$ cat src/dbkem_pkg.sv
// ----------------------------------------------------------------------------
// dbkem_pkg
// Shared types and constants for the debounced button key event mapper.
// ----------------------------------------------------------------------------
`default_nettype none

package dbkem_pkg;

  localparam int NUM_BUTTONS = 7;
  localparam int NUM_SLOTS   = 11;

  // button bit positions
  localparam int BIT_CENTER = 4;
  localparam int BIT_A      = 5;
  localparam int BIT_B      = 6;

  // key codes
  localparam logic [3:0] KC_UP    = 4'd0;
  localparam logic [3:0] KC_DOWN  = 4'd1;
  localparam logic [3:0] KC_LEFT  = 4'd2;
  localparam logic [3:0] KC_RIGHT = 4'd3;
  localparam logic [3:0] KC_USE   = 4'd4;
  localparam logic [3:0] KC_ENTER = 4'd5;
  localparam logic [3:0] KC_NEXTW = 4'd6;
  localparam logic [3:0] KC_FIRE  = 4'd7;
  localparam logic [3:0] KC_BACK  = 4'd8;

  // configuration register indexes
  localparam logic REG_DEBOUNCE = 1'b0;
  localparam logic REG_HOLD     = 1'b1;

  typedef struct packed {
    logic [3:0] code;
    logic       down;
  } key_event_t;

  // fixed event slots of one tick, lowest set bit goes out first
  typedef struct packed {
    logic [NUM_SLOTS-1:0]       mask;
    key_event_t [NUM_SLOTS-1:0] ev;
  } event_list_t;

  // latched button state before and after the debounce update
  typedef struct packed {
    logic [NUM_BUTTONS-1:0] prev;
    logic [NUM_BUTTONS-1:0] cur;
  } latch_state_t;

endpackage

`default_nettype wire

$ cat src/debounced_button_key_event_mapper_core.sv
// ----------------------------------------------------------------------------
// debounced_button_key_event_mapper_core
// Debounces seven buttons per poll word and sends key down/up event words.
//
// Input channel: one word per poll tick (in_buttons_low active low,
// in_menu_open), taken when in_valid is high and in_stall low.
// Output channel: one event word per cycle while out_stall is low
// (out_key_code, out_key_down, out_last), out_last marks the final event
// of a tick; a tick with an empty event list produces nothing.
// Seven debounce lanes update at the edge a word is taken, where the event
// list is stored in the buffer; it moves on to the output register once
// that register is free, and its first event word is then offered.
// Events then leave at one per cycle while out_stall is low. One further
// tick is buffered while the current list drains and can be taken in the
// cycle the buffer empties, so a new tick can be taken before the previous
// one has left the single output port. Ticks with no events do not occupy
// the buffer.
// When out_stall is high the current event word holds; once the buffer is
// also full in_stall goes high. Reset clears counters, latched buttons,
// the use hold counter and both buffers and loads the register defaults
// (debounce 2 ticks, center hold 4 ticks). The APB port is always ready.
// ----------------------------------------------------------------------------
`default_nettype none

module debounced_button_key_event_mapper_core (
  input  wire logic        clk,
  input  wire logic        rst_n,
  input  wire logic        in_valid,
  output logic             in_stall,
  input  wire logic [6:0]  in_buttons_low,
  input  wire logic        in_menu_open,
  output logic             out_valid,
  input  wire logic        out_stall,
  output logic [3:0]       out_key_code,
  output logic             out_key_down,
  output logic             out_last,
  input  wire logic        psel,
  input  wire logic        penable,
  input  wire logic        pwrite,
  input  wire logic [2:0]  paddr,
  input  wire logic [31:0] pwdata,
  output logic [31:0]      prdata,
  output logic             pready
);

  import dbkem_pkg::*;

  logic [3:0]   settle_polls_r;
  logic [3:0]   center_hold_r;
  logic         cfg_wr;
  logic         in_accept;
  logic         busy;
  latch_state_t latch;
  event_list_t  list;

  assign pready    = 1'b1;
  assign cfg_wr    = psel && penable && pwrite;
  assign in_accept = in_valid && !busy;
  assign in_stall  = busy;

  always_ff @(posedge clk) begin
    if (!rst_n) begin
      settle_polls_r <= 4'd2;
      center_hold_r  <= 4'd4;
    end else if (cfg_wr) begin
      unique case (paddr[2])
        REG_DEBOUNCE: settle_polls_r <= pwdata[3:0];
        REG_HOLD:     center_hold_r  <= pwdata[3:0];
        default:      ;
      endcase
    end
  end

  always_comb begin
    unique case (paddr[2])
      REG_DEBOUNCE: prdata = {28'd0, settle_polls_r};
      REG_HOLD:     prdata = {28'd0, center_hold_r};
      default:      prdata = '0;
    endcase
  end

  for (genvar i = 0; i < NUM_BUTTONS; i++) begin : g_lane
    dbkem_lane u_lane (
      .clk          (clk),
      .rst_n        (rst_n),
      .accept       (in_accept),
      .pressed      (~in_buttons_low[i]),
      .settle_polls (settle_polls_r),
      .latched      (latch.prev[i]),
      .latched_nxt  (latch.cur[i])
    );
  end

  dbkem_merge u_merge (
    .clk               (clk),
    .rst_n             (rst_n),
    .accept            (in_accept),
    .latch             (latch),
    .menu_open         (in_menu_open),
    .center_hold_ticks (center_hold_r),
    .list              (list)
  );

  dbkem_serial u_serial (
    .clk          (clk),
    .rst_n        (rst_n),
    .load         (in_accept),
    .list         (list),
    .busy         (busy),
    .out_valid    (out_valid),
    .out_stall    (out_stall),
    .out_key_code (out_key_code),
    .out_key_down (out_key_down),
    .out_last     (out_last)
  );

endmodule

`default_nettype wire

$ cat src/dbkem_lane.sv
// ----------------------------------------------------------------------------
// dbkem_lane
// Debounce counter and latched state for one button.
// ----------------------------------------------------------------------------
`default_nettype none

module dbkem_lane (
  input  wire logic       clk,
  input  wire logic       rst_n,
  input  wire logic       accept,
  input  wire logic       pressed,
  input  wire logic [3:0] settle_polls,
  output logic            latched,
  output logic            latched_nxt
);

  logic [3:0] count_r;
  logic [3:0] count_nxt;
  logic       latched_r;
  logic [3:0] inc;
  logic       differ;
  logic       flip;

  always_comb begin
    differ      = (pressed != latched_r);
    inc         = count_r + 4'd1;
    flip        = differ && (inc >= settle_polls);
    count_nxt   = (differ && !flip) ? inc : 4'd0;
    latched_nxt = latched_r ^ flip;
  end

  always_ff @(posedge clk) begin
    if (!rst_n) begin
      count_r   <= 4'd0;
      latched_r <= 1'b0;
    end else if (accept) begin
      count_r   <= count_nxt;
      latched_r <= latched_nxt;
    end
  end

  assign latched = latched_r;

endmodule

`default_nettype wire

$ cat src/dbkem_merge.sv
// ----------------------------------------------------------------------------
// dbkem_merge
// Turns the lanes' latched edges and the center use hold into the ordered event slots of one tick.
// ----------------------------------------------------------------------------
`default_nettype none

module dbkem_merge (
  input  wire logic                   clk,
  input  wire logic                   rst_n,
  input  wire logic                   accept,
  input  wire dbkem_pkg::latch_state_t latch,
  input  wire logic                   menu_open,
  input  wire logic [3:0]             center_hold_ticks,
  output dbkem_pkg::event_list_t      list
);

  import dbkem_pkg::*;

  logic [3:0]             hold_r;
  logic [3:0]             hold_nxt;
  logic [3:0]             hold_a;
  logic [NUM_BUTTONS-1:0] pe;
  logic [NUM_BUTTONS-1:0] re;
  logic                   deferred_up;

  always_comb begin
    pe = latch.cur & ~latch.prev;
    re = ~latch.cur & latch.prev;

    hold_a      = pe[BIT_CENTER] ? center_hold_ticks : hold_r;
    hold_nxt    = hold_a - {3'd0, (hold_a != 4'd0)};
    deferred_up = (hold_a == 4'd1) && !latch.cur[BIT_CENTER];

    for (int i = 0; i < 4; i++) begin
      list.mask[i]    = pe[i] | re[i];
      list.ev[i].code = 4'(i);
      list.ev[i].down = pe[i];
    end

    // center: use then enter
    list.mask[4]    = pe[BIT_CENTER] | (re[BIT_CENTER] && (hold_r == 4'd0));
    list.ev[4].code = KC_USE;
    list.ev[4].down = pe[BIT_CENTER];
    list.mask[5]    = (pe[BIT_CENTER] & menu_open) | re[BIT_CENTER];
    list.ev[5].code = KC_ENTER;
    list.ev[5].down = pe[BIT_CENTER];

    // a: press maps by menu, release sends both keyups
    list.mask[6]    = pe[BIT_A] | re[BIT_A];
    list.ev[6].code = (pe[BIT_A] && !menu_open) ? KC_NEXTW : KC_ENTER;
    list.ev[6].down = pe[BIT_A];
    list.mask[7]    = re[BIT_A];
    list.ev[7].code = KC_NEXTW;
    list.ev[7].down = 1'b0;

    list.mask[8]    = pe[BIT_B] | re[BIT_B];
    list.ev[8].code = (pe[BIT_B] && !menu_open) ? KC_FIRE : KC_BACK;
    list.ev[8].down = pe[BIT_B];
    list.mask[9]    = re[BIT_B];
    list.ev[9].code = KC_FIRE;
    list.ev[9].down = 1'b0;

    list.mask[10]    = deferred_up;
    list.ev[10].code = KC_USE;
    list.ev[10].down = 1'b0;
  end

  always_ff @(posedge clk) begin
    if (!rst_n) begin
      hold_r <= 4'd0;
    end else if (accept) begin
      hold_r <= hold_nxt;
    end
  end

endmodule

`default_nettype wire

$ cat src/dbkem_serial.sv
// ----------------------------------------------------------------------------
// dbkem_serial
// Two-deep event list buffer that sends one event word per cycle while out_stall is low.
// ----------------------------------------------------------------------------
`default_nettype none

module dbkem_serial (
  input  wire logic                   clk,
  input  wire logic                   rst_n,
  input  wire logic                   load,
  input  wire dbkem_pkg::event_list_t list,
  output logic                        busy,
  output logic                        out_valid,
  input  wire logic                   out_stall,
  output logic [3:0]                  out_key_code,
  output logic                        out_key_down,
  output logic                        out_last
);

  import dbkem_pkg::*;

  logic                       pend_valid_r;
  logic                       pend_valid_nxt;
  event_list_t                pend_r;
  logic [NUM_SLOTS-1:0]       act_mask_r;
  logic [NUM_SLOTS-1:0]       act_mask_nxt;
  key_event_t [NUM_SLOTS-1:0] act_ev_r;
  logic [NUM_SLOTS-1:0]       first;
  logic [NUM_SLOTS-1:0]       rest;
  logic                       pop;
  logic                       act_free;
  logic                       move;
  key_event_t                 sel;

  always_comb begin
    // isolate lowest pending slot
    first = act_mask_r & (~act_mask_r + 1'b1);
    rest  = act_mask_r & ~first;
    sel   = '0;
    for (int k = 0; k < NUM_SLOTS; k++) begin
      if (first[k]) begin
        sel = sel | act_ev_r[k];
      end
    end
    out_valid = |act_mask_r;
    pop       = out_valid && !out_stall;
    act_free  = !out_valid || (pop && (rest == '0));
    move      = act_free && pend_valid_r;

    act_mask_nxt = act_mask_r;
    if (pop) begin
      act_mask_nxt = rest;
    end
    if (move) begin
      act_mask_nxt = pend_r.mask;
    end

    pend_valid_nxt = pend_valid_r;
    if (move) begin
      pend_valid_nxt = 1'b0;
    end
    if (load && (list.mask != '0)) begin
      pend_valid_nxt = 1'b1;
    end
  end

  always_ff @(posedge clk) begin
    if (!rst_n) begin
      pend_valid_r <= 1'b0;
      act_mask_r   <= '0;
    end else begin
      pend_valid_r <= pend_valid_nxt;
      act_mask_r   <= act_mask_nxt;
    end
  end

  always_ff @(posedge clk) begin
    if (load) begin
      pend_r <= list;
    end
    if (move) begin
      act_ev_r <= pend_r.ev;
    end
  end

  // the buffer frees up in the cycle its list moves on
  assign busy         = pend_valid_r && !move;
  assign out_key_code = sel.code;
  assign out_key_down = sel.down;
  assign out_last     = (rest == '0);

endmodule

`default_nettype wire

$ cat config.mk
export PLATFORM = sky130hd
export DESIGN_NAME = debounced_button_key_event_mapper_core
export DESIGN_NICKNAME = d
export VERILOG_FILES = /design/src/dbkem_pkg.sv /design/src/debounced_button_key_event_mapper_core.sv /design/src/dbkem_lane.sv /design/src/dbkem_merge.sv /design/src/dbkem_serial.sv
export SDC_FILE = /design/constraint.sdc
export NUM_CORES = 1
export LEC_CHECK = 0
export BUFFER_PORTS_ARGS = -buffer_cell sky130_fd_sc_hd__buf_2
export CAP_MARGIN = 20
export CORE_ASPECT_RATIO = 1.4
export CORE_MARGIN = 5
export CORE_UTILIZATION = 57
export DETAILED_ROUTE_END_ITERATION = 6
export GPL_TIMING_DRIVEN = 0
export PLACE_DENSITY = 0.81
export REMOVE_ABC_BUFFERS = 1
export SYNTH_ARGS = -nofsm -noshare
export SYNTH_HDL_FRONTEND = slang
export SYNTH_SLANG_ARGS = --single-unit
$ cat constraint.sdc
create_clock -name clk -period 3.8 [get_ports clk]
set_input_delay 0.38 -clock clk [delete_from_list [all_inputs] [get_ports clk]]
set_output_delay 0.38 -clock clk [all_outputs]
set_load 0.1 [all_outputs]
==> reports/summary.txt <==
Post-CTS setup buffer count = 0
Max layer used = met4
Maximum VDD drop = 0.353 mV
FF/Latch Area = 0.00217 mm^2
Grt ovf = 0
CTS clk-pin slew, worst paths = 0.06 ns
Leak pwr = 0.00249 uW
Slew @ Worst Pin = 0.733 ns
Yosys warnings = 0
Routed WL = 10,200 um
Startpoint types = flip-flop
Simple-gate portion of the synthesized area = 16.1%
Post-route ant nets = 0
Avg WL per Cell = 14.7 um
Number of I/O port buffers = 31
Final hold vios = 0
Post-synth top cells = 65 x nand2_1, 59 x a21oi_1, 59 x dfxtp_1
Adder-cell share of the synthesized area = 11.2%
Clock Tree Buf Depth = 2
Clock sinks = 92
Ys flop type = dfxtp_1
Starting Density = 58.5%
Largest net degree at the start of global routing = 68
Endpoints failing setup = 0
RSZ-0062 raised after global routing = no
Total CTS buffers = 9
Cell accounting for the most synthesized area = dfxtp_1
Hold/Removal Path Class = in -> reg
First drt pass iteration count = 5
Most common cell in the netlist = nand2_1
Critical setup path kind = reg -> reg
HP Start = rst_n
Pint = 2090 uW
Post-place setup slack = 0.536 ns
Row Count = 41
HPWL after DPL = 7250 um
Drt initial violations = 287
Synth async-reset ratio = 0%
Compound-Gate Fraction of Synth Area = 15.1%
Clock network fraction of design power = 21.5%
Max-slew headroom = 51.2%
Hold_buf cts = 0
Max Cap Viol = 0
Sequential share of power = 36.9%
Sw frac = 43.8%
Largest family of logic cells by synthesized area = simple AND/OR/NAND/NOR gates
Post-Synth XOR/XNOR Area = 3.47%
Crit path arrival time = 3.52 ns
Die width = 91.6 um
DRC viols = 0
Total inserted antenna cells = 0
Max stage delay cell, worst path = o41a_2
Sw power = 1630 uW
Crit-path cells = nor4_4 > nand2_2 > maj3_2 > o41a_2 > clkinv_4 > a21oi_1 > a311oi_1
Vias in the first global route = 3,717
WL met3 = 379 um
Layout cells sized above 1 = 11.1%
Worst stage delay on the critical path = 0.80 ns
CTS tree = built
Comb power frac = 41.6%
Root buffer cell = clkbuf_16
Fill cell count = 737
Distinct cells, synth = 57
Via count = 3,921
Flop-to-flop setup slack = 0.52 ns
Area of the die = 0.0114 mm^2
Clock latency on the worst-skew pair = 0.34 ns
H-Tree Level Count = 3
Core region area = 0.00908 mm^2
Sequential fraction of the synthesis area = 40.9%
Post-synth EDFFs = 33
Multi-input gate area = 0.00273 mm^2
Vias/cell = 5.66
Die height = 124 um
Hold path cells = 2
Pwr dens = 665 mW/mm^2
M1 WL = 4180 um
Area contributors post-synth = dfxtp_1 22%, edfxtp_1 19%, ha_1 11%
CP required = 4.05 ns
Synth Instances = 563
Post-route insts no fill = 693
Syn Std Cell Area = 0.00531 mm^2
GPL Wtd Cong = 0.958
Layout Nets = 676
Io pins = 91
Mean Syn Cell Area = 9.43 um^2
Mux contribution to synthesized area = 3.47%
Reg2Reg Launch Point = u_serial.act_mask_r[0]
Fmax = 305 MHz
Placed Cells = 676
Count of pins over their slew limit = 0
Critical-path maximum fanout = 67
GR Util All Layers = 18.2%
#FFs+latches synth = 92
Initial antenna violation count = 0
Post-CTS sizing = 0
Hold Path End = settle_polls_r[1]
Setup Skew = 0.00642 ns
Worst Slack Setup Final = 0.524 ns
Post-synth top area share = 22.3%
Global-route wire length before repair = 16,600 um
RR Endpoint = g_lane[4].u_lane.latched
Status = finished clean
Fin crit period = 3.28 ns
Area delta synth->final = 5.47%
Tcrit/Tclk final = 86.2%
Met2 WL = 5420 um
CP endpoint kind = flip-flop
FF-to-FF path depth = 7
-- cells in the final DEF, fill, tap and decap left out, drive strengths merged, types with 4 or more instances in the layout --
cell type / count
a31oi: 4
nand4b: 10
dfxtp: 59
nor4: 5
a211oi: 8
nand2b: 10
buf: 33
nor2: 29
clkinv: 5
inv: 27
xnor2: 7
ha: 45
nor2b: 6
nand2: 66
o31ai: 7
o21ai: 22
a21oi: 62
mux2i: 15
a21o: 12
nand3: 27
nand3b: 7
edfxtp: 33
xor2: 14
clkbuf: 9
conb: 29
-- flip-flops by register name, indices dropped and copies added (netlist names), 4 cells and up --
register / cells
g_lane.u_lane.count_r: 28
u_serial.pend_r: 22
u_serial.act_ev_r: 11
u_serial.act_mask_r: 11
g_lane.u_lane.latched: 7
center_hold_r: 4
settle_polls_r: 4
u_merge.hold_r: 4
-- critical path: cells and delay by family, from the launching register on --
kind,cells,cell delay (ns)
compound gates,3,1.17
fa+ha+maj,1,0.36
buf+inv,1,0.50
flops,1,0.44
simple gates,2,0.64
-- worst max path at each step --
stage,start,endpoint,slack (ns),cells past startpoint
after detailed placement,u_serial.act_mask_r[0],g_lane[4].u_lane.latched,0.54,7
after global placement,u_serial.act_mask_r[3],u_merge.hold_r[2],-0.19,7
after floorplan,u_serial.act_mask_r[0],out_key_code[2],-1.02,3
after global routing,g_lane[4].u_lane.count_r[0],u_merge.hold_r[2],0.27,14
final,u_serial.act_mask_r[0],g_lane[4].u_lane.latched,0.52,7
after CTS,u_serial.act_mask_r[0],g_lane[4].u_lane.latched,0.55,7
-- through the flow --
| step | setup TNS, ns | total power (uW) | utilization (%) | cell area (um^2) | hold slack [ns] |
|---|---|---|---|---|---|
| floorplan | -2.65 | 2620 | - | 5010 | 0.400 |
| global route | 0 | 3930 | 61.7 | 5600 | 0.233 |
| global placement | -1.13 | 2870 | 58.3 | 5300 | 0.401 |
| detailed placement | 0 | 2920 | 58.6 | 5320 | 0.405 |
| finish | 0 | 3720 | 61.7 | 5600 | 0.233 |
| CTS | 0 | 3720 | 61.5 | 5580 | 0.221 |
-- power groups by stage --
stage / Combinational, uW / Sequential (uW) / Clock [uW]
after detailed placement: 1520 / 1400 / 0
final: 1550 / 1370 / 801
after global routing: 1670 / 1400 / 856
after floorplan: 1250 / 1360 / 0
after CTS: 1530 / 1370 / 819
after global placement: 1480 / 1390 / 0
-- cell families after synthesis --
| family | after synthesis |
|---|---|
| and+or+nand+nor | 171 |
| AOI/OAI and AO/OA | 131 |
| DFF | 92 |
| buffers and inverters | 80 |
| adders and majority gates | 48 |
| xor gates and xnor gates | 21 |
| muxes | 18 |
| other | 2 |
-- final cells by class --
cell class	count	share of cell area [%]
clock buffer	9	4.02
timing repair buffer	33	3.40
clock inverter	7	0.738
sequential	92	38.8
inverter	27	1.90
multi-input combinational	418	48.7
tap	107	2.39
-- routing by layer --
layer	up-vias	global-route usage, %
li1	1991	-
met1	1826	19.7
met2	85	33.8
met3	19	3.32
met4	0	9.43
met5	-	0
Note: power is estimated with default switching activity, not from simulation.
